**config.mk**
```make
export PLATFORM = sky130hd
export DESIGN_NAME = ordered_source_enable_list_core
export DESIGN_NICKNAME = d
export VERILOG_FILES = /design/src/rtl/osel_pkg.sv /design/src/rtl/ordered_source_enable_list_core.sv /design/src/rtl/osel_ctrl.sv /design/src/rtl/osel_dp.sv
export SDC_FILE = /design/constraint.sdc
export NUM_CORES = 1
export LEC_CHECK = 0
export BUFFER_PORTS_ARGS = -buffer_cell sky130_fd_sc_hd__buf_4
export CAP_MARGIN = 0
export CORE_UTILIZATION = 55
export DETAILED_ROUTE_END_ITERATION = 10
export PLACE_DENSITY = 0.79
export SYNTH_ARGS = -nofsm -noshare
export SYNTH_HDL_FRONTEND = slang
export SYNTH_SLANG_ARGS = --single-unit
```
**constraint.sdc**
```tcl
create_clock -name clk -period 2.7 [get_ports clk]
set_input_delay 0.405 -clock clk [delete_from_list [all_inputs] [get_ports clk]]
set_output_delay 0.405 -clock clk [all_outputs]
set_load 0.005 [all_outputs]
```
**src/rtl/osel_pkg.sv**
```systemverilog
package osel_pkg;

  localparam int SRC_W  = 5;
  localparam int MASK_W = 32;

  localparam logic [1:0] ACT_SET      = 2'd0;
  localparam logic [1:0] ACT_DISPATCH = 2'd1;
  localparam logic [1:0] ACT_QUERY    = 2'd2;

  typedef struct packed {
    logic [1:0]       action;
    logic [SRC_W-1:0] source;
    logic             enable;
  } req_t;

  typedef struct packed {
    logic              entry_valid;
    logic [SRC_W-1:0]  dispatched_source;
    logic              is_enabled;
    logic [MASK_W-1:0] enable_mask;
    logic              last;
  } rsp_t;

  typedef enum logic [2:0] {
    ST_IDLE,
    ST_DECIDE,
    ST_APPEND,
    ST_SCAN,
    ST_SCAN_END,
    ST_DSP_RD,
    ST_DSP_LD,
    ST_REPLY
  } state_t;

  typedef struct packed {
    logic accept;
    logic append;
    logic scan;
    logic scan_end;
    logic dsp_read;
    logic dsp_load;
    logic reply_load;
  } cmd_t;

  typedef struct packed {
    logic [1:0] action;
    logic       set_en;
    logic       in_range;
    logic       src_bit;
    logic       empty;
    logic       scan_done;
    logic       dsp_last;
    logic       out_free;
  } sts_t;

endpackage

```
**src/rtl/ordered_source_enable_list_core.sv**
```systemverilog
// Ordered list of enabled interrupt sources plus a one-bit-per-source enable
// mask. One transaction is taken at a time; the block stalls its request side
// until every result of the current one has been loaded into the result
// register. Set and query give one result, held back by any output stall.
// Enabling appends the source at the tail; disabling scans the list through
// the list memory's read port, one entry read per cycle, shifting later
// entries down through its write port as it goes. Dispatch reads the list
// memory once per entry and loads that entry's result, waiting while the
// result register is full, before it reads the next; an empty list gives a
// single result with entry_valid low. Sources at or above NUM_SOURCES are
// never enabled.
module ordered_source_enable_list_core
  import osel_pkg::*;
#(
  parameter int NUM_SOURCES = 32
) (
  input  logic clk,
  input  logic rst,
  input  logic req_valid,
  output logic req_stall,
  input  req_t req,
  output logic rsp_valid,
  input  logic rsp_stall,
  output rsp_t rsp
);

  cmd_t cmd;
  sts_t sts;

  osel_ctrl u_ctrl (
    .clk       (clk),
    .rst       (rst),
    .req_valid (req_valid),
    .req_stall (req_stall),
    .sts       (sts),
    .cmd       (cmd)
  );

  osel_dp #(
    .NUM_SOURCES (NUM_SOURCES)
  ) u_dp (
    .clk       (clk),
    .rst       (rst),
    .req       (req),
    .rsp_valid (rsp_valid),
    .rsp_stall (rsp_stall),
    .rsp       (rsp),
    .cmd       (cmd),
    .sts       (sts)
  );

endmodule

```
**src/rtl/osel_ctrl.sv**
```systemverilog
module osel_ctrl
  import osel_pkg::*;
(
  input  logic   clk,
  input  logic   rst,
  input  logic   req_valid,
  output logic   req_stall,
  input  sts_t   sts,
  output cmd_t   cmd
);

  state_t state, state_next;

  always_ff @(posedge clk) begin
    if (rst) begin
      state <= ST_IDLE;
    end else begin
      state <= state_next;
    end
  end

  always_comb begin
    state_next = state;
    case (state)
      ST_IDLE: begin
        if (req_valid) state_next = ST_DECIDE;
      end
      ST_DECIDE: begin
        if (sts.action == ACT_SET && sts.in_range && sts.set_en && !sts.src_bit) begin
          state_next = ST_APPEND;
        end else if (sts.action == ACT_SET && sts.in_range && !sts.set_en &&
                     sts.src_bit) begin
          state_next = ST_SCAN;
        end else if (sts.action == ACT_DISPATCH && !sts.empty) begin
          state_next = ST_DSP_RD;
        end else begin
          state_next = ST_REPLY;
        end
      end
      ST_APPEND:   state_next = ST_REPLY;
      ST_SCAN: begin
        if (sts.scan_done) state_next = ST_SCAN_END;
      end
      ST_SCAN_END: state_next = ST_REPLY;
      ST_DSP_RD:   state_next = ST_DSP_LD;
      ST_DSP_LD: begin
        if (sts.out_free) state_next = sts.dsp_last ? ST_IDLE : ST_DSP_RD;
      end
      ST_REPLY: begin
        if (sts.out_free) state_next = ST_IDLE;
      end
      default:     state_next = ST_IDLE;
    endcase
  end

  always_comb begin
    cmd       = '0;
    req_stall = 1'b1;
    case (state)
      ST_IDLE: begin
        req_stall  = 1'b0;
        cmd.accept = req_valid;
      end
      ST_APPEND:   cmd.append     = 1'b1;
      ST_SCAN:     cmd.scan       = 1'b1;
      ST_SCAN_END: cmd.scan_end   = 1'b1;
      ST_DSP_RD:   cmd.dsp_read   = 1'b1;
      ST_DSP_LD:   cmd.dsp_load   = sts.out_free;
      ST_REPLY:    cmd.reply_load = sts.out_free;
      default:     cmd            = '0;
    endcase
  end

endmodule

```
**src/rtl/osel_dp.sv**
```systemverilog
module osel_dp
  import osel_pkg::*;
#(
  parameter int NUM_SOURCES = 32
) (
  input  logic clk,
  input  logic rst,
  input  req_t req,
  output logic rsp_valid,
  input  logic rsp_stall,
  output rsp_t rsp,
  input  cmd_t cmd,
  output sts_t sts
);

  localparam int IDX_W = (NUM_SOURCES > 1) ? $clog2(NUM_SOURCES) : 1;
  localparam int CNT_W = $clog2(NUM_SOURCES + 1);

  logic [SRC_W-1:0]       mem [NUM_SOURCES];
  logic [SRC_W-1:0]       rd_data;
  logic [IDX_W-1:0]       rd_idx;
  logic                   sc_vld;
  logic                   found;
  logic [CNT_W-1:0]       count;
  logic [CNT_W-1:0]       ptr;
  logic [NUM_SOURCES-1:0] mask;
  req_t                   item;

  logic [MASK_W-1:0]      mask32;
  logic                   src_bit;
  logic                   in_range;
  logic                   rd_en;
  logic                   wr_en;
  logic [IDX_W-1:0]       wr_addr;
  logic [SRC_W-1:0]       wr_data;
  logic                   out_free;

  assign mask32   = MASK_W'(mask);
  assign in_range = {1'b0, item.source} < (SRC_W + 1)'(NUM_SOURCES);
  assign src_bit  = in_range & mask32[item.source];
  assign out_free = !rsp_valid || !rsp_stall;
  assign rd_en    = cmd.dsp_read || (cmd.scan && (ptr < count));

  always_comb begin
    wr_en   = 1'b0;
    wr_addr = count[IDX_W-1:0];
    wr_data = item.source;
    if (cmd.append) begin
      wr_en = 1'b1;
    end else if (sc_vld && found) begin
      wr_en   = 1'b1;
      wr_addr = rd_idx - IDX_W'(1);
      wr_data = rd_data;
    end
  end

  // list storage
  always_ff @(posedge clk) begin
    if (wr_en) mem[wr_addr] <= wr_data;
    if (rd_en) begin
      rd_data <= mem[ptr[IDX_W-1:0]];
      rd_idx  <= ptr[IDX_W-1:0];
    end
  end

  always_ff @(posedge clk) begin
    if (cmd.accept) item <= req;
  end

  always_ff @(posedge clk) begin
    if (rst) begin
      count  <= '0;
      mask   <= '0;
      ptr    <= '0;
      found  <= 1'b0;
      sc_vld <= 1'b0;
    end else begin
      sc_vld <= cmd.scan && rd_en;
      if (cmd.accept) begin
        ptr   <= '0;
        found <= 1'b0;
      end else if (rd_en) begin
        ptr <= ptr + CNT_W'(1);
      end
      if (sc_vld && rd_data == item.source) found <= 1'b1;
      if (cmd.append) begin
        count <= count + CNT_W'(1);
        mask  <= mask | NUM_SOURCES'(MASK_W'(1) << item.source);
      end else if (cmd.scan_end) begin
        count <= count - CNT_W'(1);
        mask  <= mask & ~NUM_SOURCES'(MASK_W'(1) << item.source);
      end
    end
  end

  // result register
  always_ff @(posedge clk) begin
    if (rst) begin
      rsp_valid <= 1'b0;
    end else if (cmd.dsp_load || cmd.reply_load) begin
      rsp_valid <= 1'b1;
    end else if (!rsp_stall) begin
      rsp_valid <= 1'b0;
    end
  end

  always_ff @(posedge clk) begin
    if (cmd.dsp_load) begin
      rsp.entry_valid       <= 1'b1;
      rsp.dispatched_source <= rd_data;
      rsp.is_enabled        <= mask32[rd_data];
      rsp.enable_mask       <= mask32;
      rsp.last              <= sts.dsp_last;
    end else if (cmd.reply_load) begin
      rsp.entry_valid       <= 1'b0;
      rsp.dispatched_source <= '0;
      rsp.is_enabled        <= (item.action == ACT_DISPATCH) ? 1'b0 : src_bit;
      rsp.enable_mask       <= mask32;
      rsp.last              <= 1'b1;
    end
  end

  always_comb begin
    sts.action    = item.action;
    sts.set_en    = item.enable;
    sts.in_range  = in_range;
    sts.src_bit   = src_bit;
    sts.empty     = (count == '0);
    sts.scan_done = (ptr == count) && !sc_vld;
    sts.dsp_last  = (CNT_W'(rd_idx) + CNT_W'(1)) == count;
    sts.out_free  = out_free;
  end

`ifndef SYNTHESIS
  a_count_range: assert property (@(posedge clk) disable iff (rst)
    count <= CNT_W'(NUM_SOURCES))
    else $error("list count beyond depth");

  a_mask_count: assert property (@(posedge clk) disable iff (rst)
    $countones(mask) == int'(count))
    else $error("mask and list count disagree");

  a_scan_found: assert property (@(posedge clk) disable iff (rst)
    cmd.scan_end |-> found)
    else $error("removed source not found in list");

  a_append_room: assert property (@(posedge clk) disable iff (rst)
    cmd.append |-> (count < CNT_W'(NUM_SOURCES)))
    else $error("append on full list");
`endif

endmodule
```
==> results of run 1 <==
## kinds of logic after synthesis
group                      after synthesis  synth area share, %
buffers and inverters                   63                 2.21
AOI/OAI and AO/OA                       78                 4.69
adders and majority gates               14                 1.58
DFF                                    268                 65.1
muxes                                  107                 15.9
and+or+nand+nor                        210                 8.80
xor gates and xnor gates                23                 1.74
## cell usage after synthesis (all sizes together), types with 4 or more instances
library cell / instances
edfxtp: 217
mux4: 60
nand2: 55
dfxtp: 51
nor2: 51
nor3: 42
mux2i: 39
clkbuf: 25
o21ai: 22
a21oi: 21
inv: 19
buf: 18
nand3: 15
ha: 13
xnor2: 13
or3: 11
xor2: 10
mux2: 8
nor2b: 7
nand4: 4
nor3b: 4
## what timing repair did
action,CTS,global route
pin swaps,0,0
endpoints found under the setup margin,10,53
hold buffers,0,0
gates resized for setup,1,0
## how the worst max path moves through the flow
| stage | startpoint | to | slack [ps] | depth (start not counted) |
|---|---|---|---|---|
| 2_1_floorplan | u_ctrl.state[0] | u_dp.mem[0][1] | -160 | 5 |
| 3_3_place_gp | u_ctrl.state[1] | u_dp.mem[31][4] | 130 | 6 |
| 3_5_place_dp | u_dp.rd_idx[0] | u_dp.mem[31][1] | -10 | 5 |
| 4_1_cts | u_dp.rd_idx[0] | u_dp.mem[31][3] | 120 | 9 |
| 5_1_grt | u_dp.rd_idx[0] | u_dp.mem[31][2] | -90 | 9 |
| 6_report | u_ctrl.state[2] | u_dp.mem[31][3] | 100 | 8 |
## critical path, cell delays in order, from the launching register on
cell	delay (ps)
dfxtp_1	340
nor3b_4	250
buf_4	350
nor2_1	170
buf_4	190
a21oi_1	200
nand2_1	300
nor3_1	290
buf_4	200
## layout make-up
class / count / area share, %
sequential: 268 / 55.6
multi-input combinational: 432 / 28.1
timing repair buffer: 116 / 6.79
clock buffer: 31 / 5.17
tap: 270 / 2.49
clock inverter: 18 / 1.33
inverter: 20 / 0.554
## placed cells by master (no fill, tap or decap), types with 4 or more instances in the layout
cell type   count
a21oi_1        21
buf_12          4
buf_4         112
clkbuf_16      27
clkinv_1        5
clkinv_2        4
clkinvlp_4      5
dfxtp_1        49
edfxtp_1      217
ha_1           13
inv_1          18
mux2_2          6
mux2i_1        39
mux4_2         60
nand2_1        55
nand3_1        15
nand4_1         4
nor2_1         51
nor2b_1         7
nor3_1         42
o21ai_0        15
o21ai_2         5
or3_1          11
xnor2_1        13
xor2_1         10
## routing by layer
metal	vias to the layer above	GRT usage (%)	routed length, um
li1	3155	-	-
met1	3579	34.0	10400
met2	384	42.9	13300
met3	65	4.32	2180
met4	0	9.23	852
met5	-	0	0
## power by group through the flow
stage / registers, mW / logic (mW) / clock network (mW)
3_3_place_gp: 5.18 / 2.45 / 0
4_1_cts: 5.11 / 2.56 / 3.72
5_1_grt: 5.14 / 2.76 / 3.89
6_report: 5.12 / 2.56 / 3.68
3_5_place_dp: 5.19 / 2.53 / 0
2_1_floorplan: 5.10 / 1.71 / 0
==> flow_summary.ini, run 1 <==
[run_status]
status = finished clean

[final_layout]
areaGrowthSynthToFinish_pct = 17.2
layoutNonFillerInstCount = 1155
regArea_um2 = 7540
drive_gt1_share_pct = 27.1
num-nets-final = 891
multi_input_area_um2 = 3810
design_area_um2 = 13600
diodes = 0
fillers = 1400
post-route-util_pct = 66.4

[setup_path]
critPathKind = flop to flop
crit_path_max_fanout = 27
rrSetupSlack_ps = 100
end_kind = flop
reg2reg_to = u_dp.mem[31][3]
critPathLaunchType = flop
reg2reg_depth = 8
cp_data_required_time_ps = 2950
crit_arrival_ps = 2850
r2r-start = u_ctrl.state[2]

[timing]
holdWs_ps = 55.7
max_freq_ghz = 0.384
fin_ws_ps = 96.7
hold_viol = 0
relSlewSlack_pct = 39.2
rsz0062_at_grt = true
tightest_slew_ps = 913
setup_tns_ps = 0
setup_violations = 0
skew_ps = 8.63
slew_violations = 0
min_period_over_period_pct = 96.4
min_period_ps = 2600

[clock_tree]
cts_setup_buffers = 0
htreeDepth = 1
path_clk_slew_ps = 60
cts_buffer_depth = 3
cts_sinks = 268
clock-root-buffer = clkbuf_16
tritoncts = built
numCtsBuffers = 27
insertion_delay_ps = 530

[power]
p_total_mw = 11.4
switching_share_pct = 28.8
combPwrFrac_pct = 22.5
ir_drop_mv = 0.551
p_seq_share_pct = 45.0
internal_power_mw = 8.08
p_sw_mw = 3.28
clkPwrFrac_pct = 32.4
power_density_nw_per_um2 = 838
power.leakage_nw = 4.71

[logic_synthesis]
synth-edff-count = 217
ys_ff_latch = 268
yosysWarningCount = 0
synth_top_area_cell = edfxtp_1
synthCells = 763
yosys.area.top_type_share_pct = 56.3
synth_nets = 789
yosysSeqAreaShare_pct = 65.1
async_flop_share_pct = 0
avgSynthCellArea_um2 = 15.2
synthTopCellsByArea = edfxtp_1 56%, mux4_2 12%, dfxtp_1 8.8%
synth_ff_type = edfxtp_1
synth_cell_types = 63
syn_area_um2 = 11600

[hold_path]
hp-class = input port to flop
worstHoldPathCells = 1
holdPathEnd = u_dp.sts[6]
min_from = req[0]

[grt]
grt_pass1_vias = 7255
overflow = 0
grt_pass1_wl_um = 41900
track_usage_pct = 25.6
grt_max_degree = 46
antenna_found_initial = 0

[floorplan]
placementRows = 52
ioPinCount = 54
start_util_pct = 56.7
die_x_um = 147
placeableCoreArea_um2 = 20400
dieArea_um2 = 21600
die_h_um = 147

[detailed_routing]
first_pass_iters = 5
post_drt_via_cell_ratio = 6.22
drtIter0Drc = 563
wirelength_um = 26800
vias = 7183
route.detailed.drc = 0
wl_per_cell_um = 23.2
antenna_left = 0

[place]
dpl-instance-area_um2 = 12700
io_buffers = 53
place.gp.congestion = 0.858
dp_cells = 1106
dp_slack_ps = -11.9
dp_hpwl_um = 16900

[flow_run]
timing.max_cap.violations = 0
Note: power is estimated with default switching activity, not from simulation.
==> run 2, diff against run 1 <==
--- a/config.mk
+++ b/config.mk
@@ -7,9 +7,11 @@
 export LEC_CHECK = 0
 export BUFFER_PORTS_ARGS = -buffer_cell sky130_fd_sc_hd__buf_4
 export CAP_MARGIN = 0
-export CORE_UTILIZATION = 55
+export CELL_PAD_IN_SITES_DETAIL_PLACEMENT = 1
+export CELL_PAD_IN_SITES_GLOBAL_PLACEMENT = 2
+export CORE_UTILIZATION = 41
 export DETAILED_ROUTE_END_ITERATION = 10
-export PLACE_DENSITY = 0.79
+export PLACE_DENSITY = 0.8
 export SYNTH_ARGS = -nofsm -noshare
 export SYNTH_HDL_FRONTEND = slang
 export SYNTH_SLANG_ARGS = --single-unit
==> run 2 against run 1 <==
Against the previous run:
- flip-flop and latch count is the same
- clock skew grew 1.1 ps
- sequential power about the same
- via count is 1.7% lower
- sequential share of layout area shrank 0.94 points
- worst hold slack worse by 36 ps
- worst setup slack better by 24 ps
- utilization is 17 points lower
- die area increased by 34%
- combinational power increased by 5%
- power is 2.1% higher
==> flow_summary.ini, run 2 (synthesis results as in run 1) <==
[timing]
rsz0062_at_grt = true
min_period_over_period_pct = 95.5
max_freq_ghz = 0.388
setup_violations = 0
relSlewSlack_pct = 25.0
hold_viol = 0
holdWs_ps = 19.6
tightest_slew_ps = 1130
slew_violations = 0
setup_tns_ps = 0
skew_ps = 9.75
min_period_ps = 2580

[clock_tree]
cts_setup_buffers = 0
insertion_delay_ps = 560
path_clk_slew_ps = 60
cts_buffer_depth = 3
cts_sinks = 268
cts_resized = 0
cts_hold_buf = 0
htreeDepth = 1
numCtsBuffers = 29
clock-root-buffer = clkbuf_16
tritoncts = built

[setup_path]
cp_cell_sequence = inv_1, ha_1, nor3b_1, xnor2_1, nand2_1, a21boi_1, nand2_1, nor3_1, buf_4
crit_arrival_ps = 2850
critPathBufInv = 2
critPathKind = flop to flop
crit_top_cell = nand2_1
max_stage_delay_ps = 480
end_kind = flop
cp_slowest_cell = edfxtp_1
critPathLaunchType = flop
cp_data_required_time_ps = 2970
crit_family = simple AND/OR/NAND/NOR gates
crit_path_max_fanout = 8

[power]
power_density_nw_per_um2 = 841
ir_drop_mv = 0.654
power.leakage_nw = 4.78

[detailed_routing]
wl_per_cell_um = 23.0
antenna_left = 0
post_drt_via_cell_ratio = 5.54
wirelength_um = 29300
first_pass_iters = 7
drtIter0Drc = 479
route.detailed.drc = 0
vias = 7062

[grt]
grt_pass1_vias = 7427
overflow = 0
antenna_found_initial = 0
grt_max_degree = 46
track_usage_pct = 20.8
grt_pass1_wl_um = 45200

[floorplan]
ioPinCount = 54
placementRows = 61
die_h_um = 170
die_x_um = 170
dieArea_um2 = 28900
placeableCoreArea_um2 = 27800
start_util_pct = 41.7

[place]
dpl-instance-area_um2 = 12900
io_buffers = 53
dp_hpwl_um = 19900
place.gp.congestion = 0.795

[final_layout]
fillers = 2776
drive_gt1_share_pct = 27.5
final_cell_mix = 217 x edfxtp_1, 119 x buf_4, 60 x mux4_2
diodes = 0
num-nets-final = 901
areaGrowthSynthToFinish_pct = 19.2
final_common_cell = edfxtp_1
design_area_um2 = 13800

[hold_path]
hp-class = input port to flop

[run_status]
status = finished clean

[flow_run]
timing.max_cap.violations = 0
## run 2: area by class of cell
type | count | area (um^2) | area share (%)
Clock buffer | 36 | 762 | 5.52
Clock inverter | 16 | 144 | 1.04
Inverter | 20 | 75.1 | 0.544
Multi-Input combinational cell | 432 | 3810 | 27.6
Sequential cell | 268 | 7540 | 54.7
Tap cell | 378 | 473 | 3.43
Timing Repair Buffer | 124 | 993 | 7.20
## run 2: worst paths after layout
kind         depth (start not counted)      startpoint              end  slack (ps)
max reg2reg                          9  u_dp.rd_idx[1]  u_dp.mem[23][1]         120
max                                  9  u_dp.rd_idx[1]  u_dp.mem[23][1]         120
min                                  1          req[7]      u_dp.sts[8]          20
min reg2reg                          0            flop     u_dp.rsp[20]         490
## run 2: per-layer routing
metal	routed length, um	vias to the layer above	global-route usage [%]
met5	0	-	0
met4	759	0	6.07
met3	1120	54	2.65
met2	14600	182	35.5
met1	12800	3651	27.7
li1	-	3175	-
## run 2: power breakdown
part	switching (mW)	leakage (nW)	total, mW	internal, mW
Combinational	1.57	1.96	2.69	1.12
Sequential	0.257	2.38	5.13	4.88
Clock	1.59	0.443	3.77	2.19
## run 2: metrics by stage
stage | total power, mW | setup WS, ps | utilization, % | instances
after floorplan | 6.82 | -158 | - | 763
after global placement | 7.77 | 250 | 46.4 | 1222
after detailed placement | 7.88 | 270 | 46.4 | 1222
after CTS | 11.7 | 167 | 49.6 | 1274
after global routing | 12.0 | -27.4 | 49.6 | 1274
final | 11.6 | 120 | 49.6 | 1274
==> run 3, diff against run 2 <==
--- a/config.mk
+++ b/config.mk
@@ -5,13 +5,15 @@
 export SDC_FILE = /design/constraint.sdc
 export NUM_CORES = 1
 export LEC_CHECK = 0
+export ABC_AREA = 1
 export BUFFER_PORTS_ARGS = -buffer_cell sky130_fd_sc_hd__buf_4
 export CAP_MARGIN = 0
 export CELL_PAD_IN_SITES_DETAIL_PLACEMENT = 1
 export CELL_PAD_IN_SITES_GLOBAL_PLACEMENT = 2
-export CORE_UTILIZATION = 41
+export CORE_UTILIZATION = 37
 export DETAILED_ROUTE_END_ITERATION = 10
 export PLACE_DENSITY = 0.8
+export SLEW_MARGIN = 25
 export SYNTH_ARGS = -nofsm -noshare
 export SYNTH_HDL_FRONTEND = slang
 export SYNTH_SLANG_ARGS = --single-unit
==> run 3 against run 2 <==
Against the previous run:
- final area shrank 0.43%
- power grew 9.3%
- critical path type unchanged
- worst hold slack lost 1.6 ps
- first-iteration DRC count grew 3.3%
- non-clock buffer count shrank 30
- worst setup slack gained 65 ps
- wire length grew 12%
- clock skew grew 14 ps
- maximum frequency grew 2.6%
- count of clock-buffer cells in the layout shrank 2
- via count grew 23%
==> flow_summary.ini, run 3 <==
[floorplan]
placeableCoreArea_um2 = 30900
ioPinCount = 54
dieArea_um2 = 32400
start_util_pct = 37.9
placementRows = 64
die_x_um = 180
die_h_um = 180

[setup_path]
reg2reg_depth = 9
cp_data_required_time_ps = 2900
reg2reg_to = u_dp.mem[19][2]
crit_arrival_ps = 2720
rrSetupSlack_ps = 180
critPathLaunchType = flop
critPathKind = flop to flop
r2r-start = u_ctrl.state[1]
crit_path_max_fanout = 11
end_kind = flop

[clock_tree]
clock-root-buffer = clkbuf_16
cts_resized = 0
cts_buffer_depth = 3
htreeDepth = 1
numCtsBuffers = 30
cts_hold_buf = 5
cts_setup_buffers = 0
cts_sinks = 268
insertion_delay_ps = 590
path_clk_slew_ps = 60
tritoncts = built

[place]
place.gp.congestion = 0.856
dp_hpwl_um = 22500
dp_cells = 1553
io_buffers = 53
dp_slack_ps = 229
dpl-instance-area_um2 = 12700

[power]
combPwrFrac_pct = 26.9
p_total_mw = 12.7
p_seq_share_pct = 40.7
internal_power_mw = 8.37
ir_drop_mv = 0.615
p_sw_mw = 4.30
power.leakage_nw = 4.81
power_density_nw_per_um2 = 923
clkPwrFrac_pct = 32.4
switching_share_pct = 33.9

[final_layout]
final_common_cell = edfxtp_1
num-nets-final = 1220
layoutNonFillerInstCount = 1610
drive_gt1_share_pct = 15.2
post-route-util_pct = 44.4
regArea_um2 = 7540
diodes = 0
multi_input_area_um2 = 3670
final_cell_mix = 217 x edfxtp_1, 166 x nor2_1, 141 x nand2_1
design_area_um2 = 13700
areaGrowthSynthToFinish_pct = 17.2
fillers = 3385

[flow_run]
timing.max_cap.violations = 0

[logic_synthesis]
synthTopCellsByArea = edfxtp_1 56%, dfxtp_1 8.7%, o21ai_0 5.6%
yosysWarningCount = 0
synth_nets = 1146
synth-edff-count = 217
synthTopCellsByCount = 217 x edfxtp_1, 167 x nor2_1, 141 x nand2_1
synthCells = 1120
synth.most_common_cell = edfxtp_1
yosysSeqAreaShare_pct = 64.3
synth_ff_type = edfxtp_1
avgSynthCellArea_um2 = 10.5
synth_top_area_cell = edfxtp_1
synth_cell_types = 48
syn_area_um2 = 11700
async_flop_share_pct = 0
ys_ff_latch = 268
yosys.area.top_type_share_pct = 55.6

[hold_path]
hp-class = input port to flop
worstHoldPathCells = 1
holdPathEnd = u_dp.item[2]
min_from = req[2]

[grt]
overflow = 0
track_usage_pct = 20.3
antenna_found_initial = 0
grt_pass1_wl_um = 51300
grt_pass1_vias = 8943
grt_max_degree = 45

[detailed_routing]
wirelength_um = 33000
drt-met1-wl_um = 15100
route.detailed.drc = 0
vias = 8660
wl_met2_um = 15900
first_pass_iters = 6
antenna_left = 0
wl_per_cell_um = 20.5
highest_layer = met4
route.met3.wl_um = 1080
drtIter0Drc = 495
post_drt_via_cell_ratio = 5.38

[timing]
skew_ps = 23.4
min_period_ps = 2520
max_freq_ghz = 0.398
tightest_slew_ps = 1000
rsz0062_at_grt = false
setup_violations = 0
hold_viol = 0
fin_ws_ps = 185
min_period_over_period_pct = 93.2
slew_violations = 0
relSlewSlack_pct = 33.2

[run_status]
status = finished clean
[run 3: per-layer routing]
layer	vias up	GRT usage [%]
met3	60	2.43
met5	-	0
met4	0	5.79
met1	4306	27.1
li1	4113	-
met2	181	34.8
[run 3: worst max path at each step]
stage / startpoint / to / slack (ps) / cells past startpoint
after floorplan: u_ctrl.state[0] / u_dp.mem[0][0] / -110 / 6
after global placement: u_dp.rd_idx[0] / u_dp.mem[19][1] / 380 / 10
after detailed placement: u_ctrl.state[1] / u_dp.mem[19][3] / 230 / 9
after CTS: u_ctrl.state[1] / u_dp.mem[19][2] / 200 / 9
after global routing: u_ctrl.state[1] / u_dp.mem[19][2] / 9 / 9
final: u_ctrl.state[1] / u_dp.mem[19][2] / 180 / 9
[run 3: cell type report]
class                   instances  area share, %
repair buffers                 94           5.32
well taps                     396           3.61
flip-flops and latches        268           54.9
clock buffers                  34           5.58
clock inverters                18           1.59
multi-input cells             717           26.7
inverters                      83           2.29
[run 3: worst max-delay path, cell delays in order, from the launching register on]
cell     delay, ps
dfxtp_1        400
inv_2           80
nor3_2         220
inv_2          130
nand3_2        200
nand2_1         70
o21ai_1        180
nand3_1        130
buf_4          230
nor2_1         500
[run 3: kinds of logic after synthesis]
group           Yosys count  synth area share (%)
buf+inv                 135                  4.60
simple gates            410                  15.0
flops                   268                  64.3
fa+ha+maj                14                  1.56
xor+xnor                 12                 0.897
compound gates          281                  13.6
[run 3: stage by stage]
stage	hold WS, ps	TNS [ps]
5_1_grt	2.32	0
6_report	18.0	0
3_5_place_dp	460	0
3_3_place_gp	447	0
2_1_floorplan	430	-17650
4_1_cts	1.77	0
[run 3: power by group through the flow]
stage | clock network, mW | registers [mW] | logic [mW]
floorplan | 0 | 5.19 | 2.14
global placement | 0 | 5.24 | 3.37
detailed placement | 0 | 5.25 | 3.42
CTS | 4.16 | 5.17 | 3.45
global route | 4.31 | 5.20 | 3.79
finish | 4.10 | 5.16 | 3.41
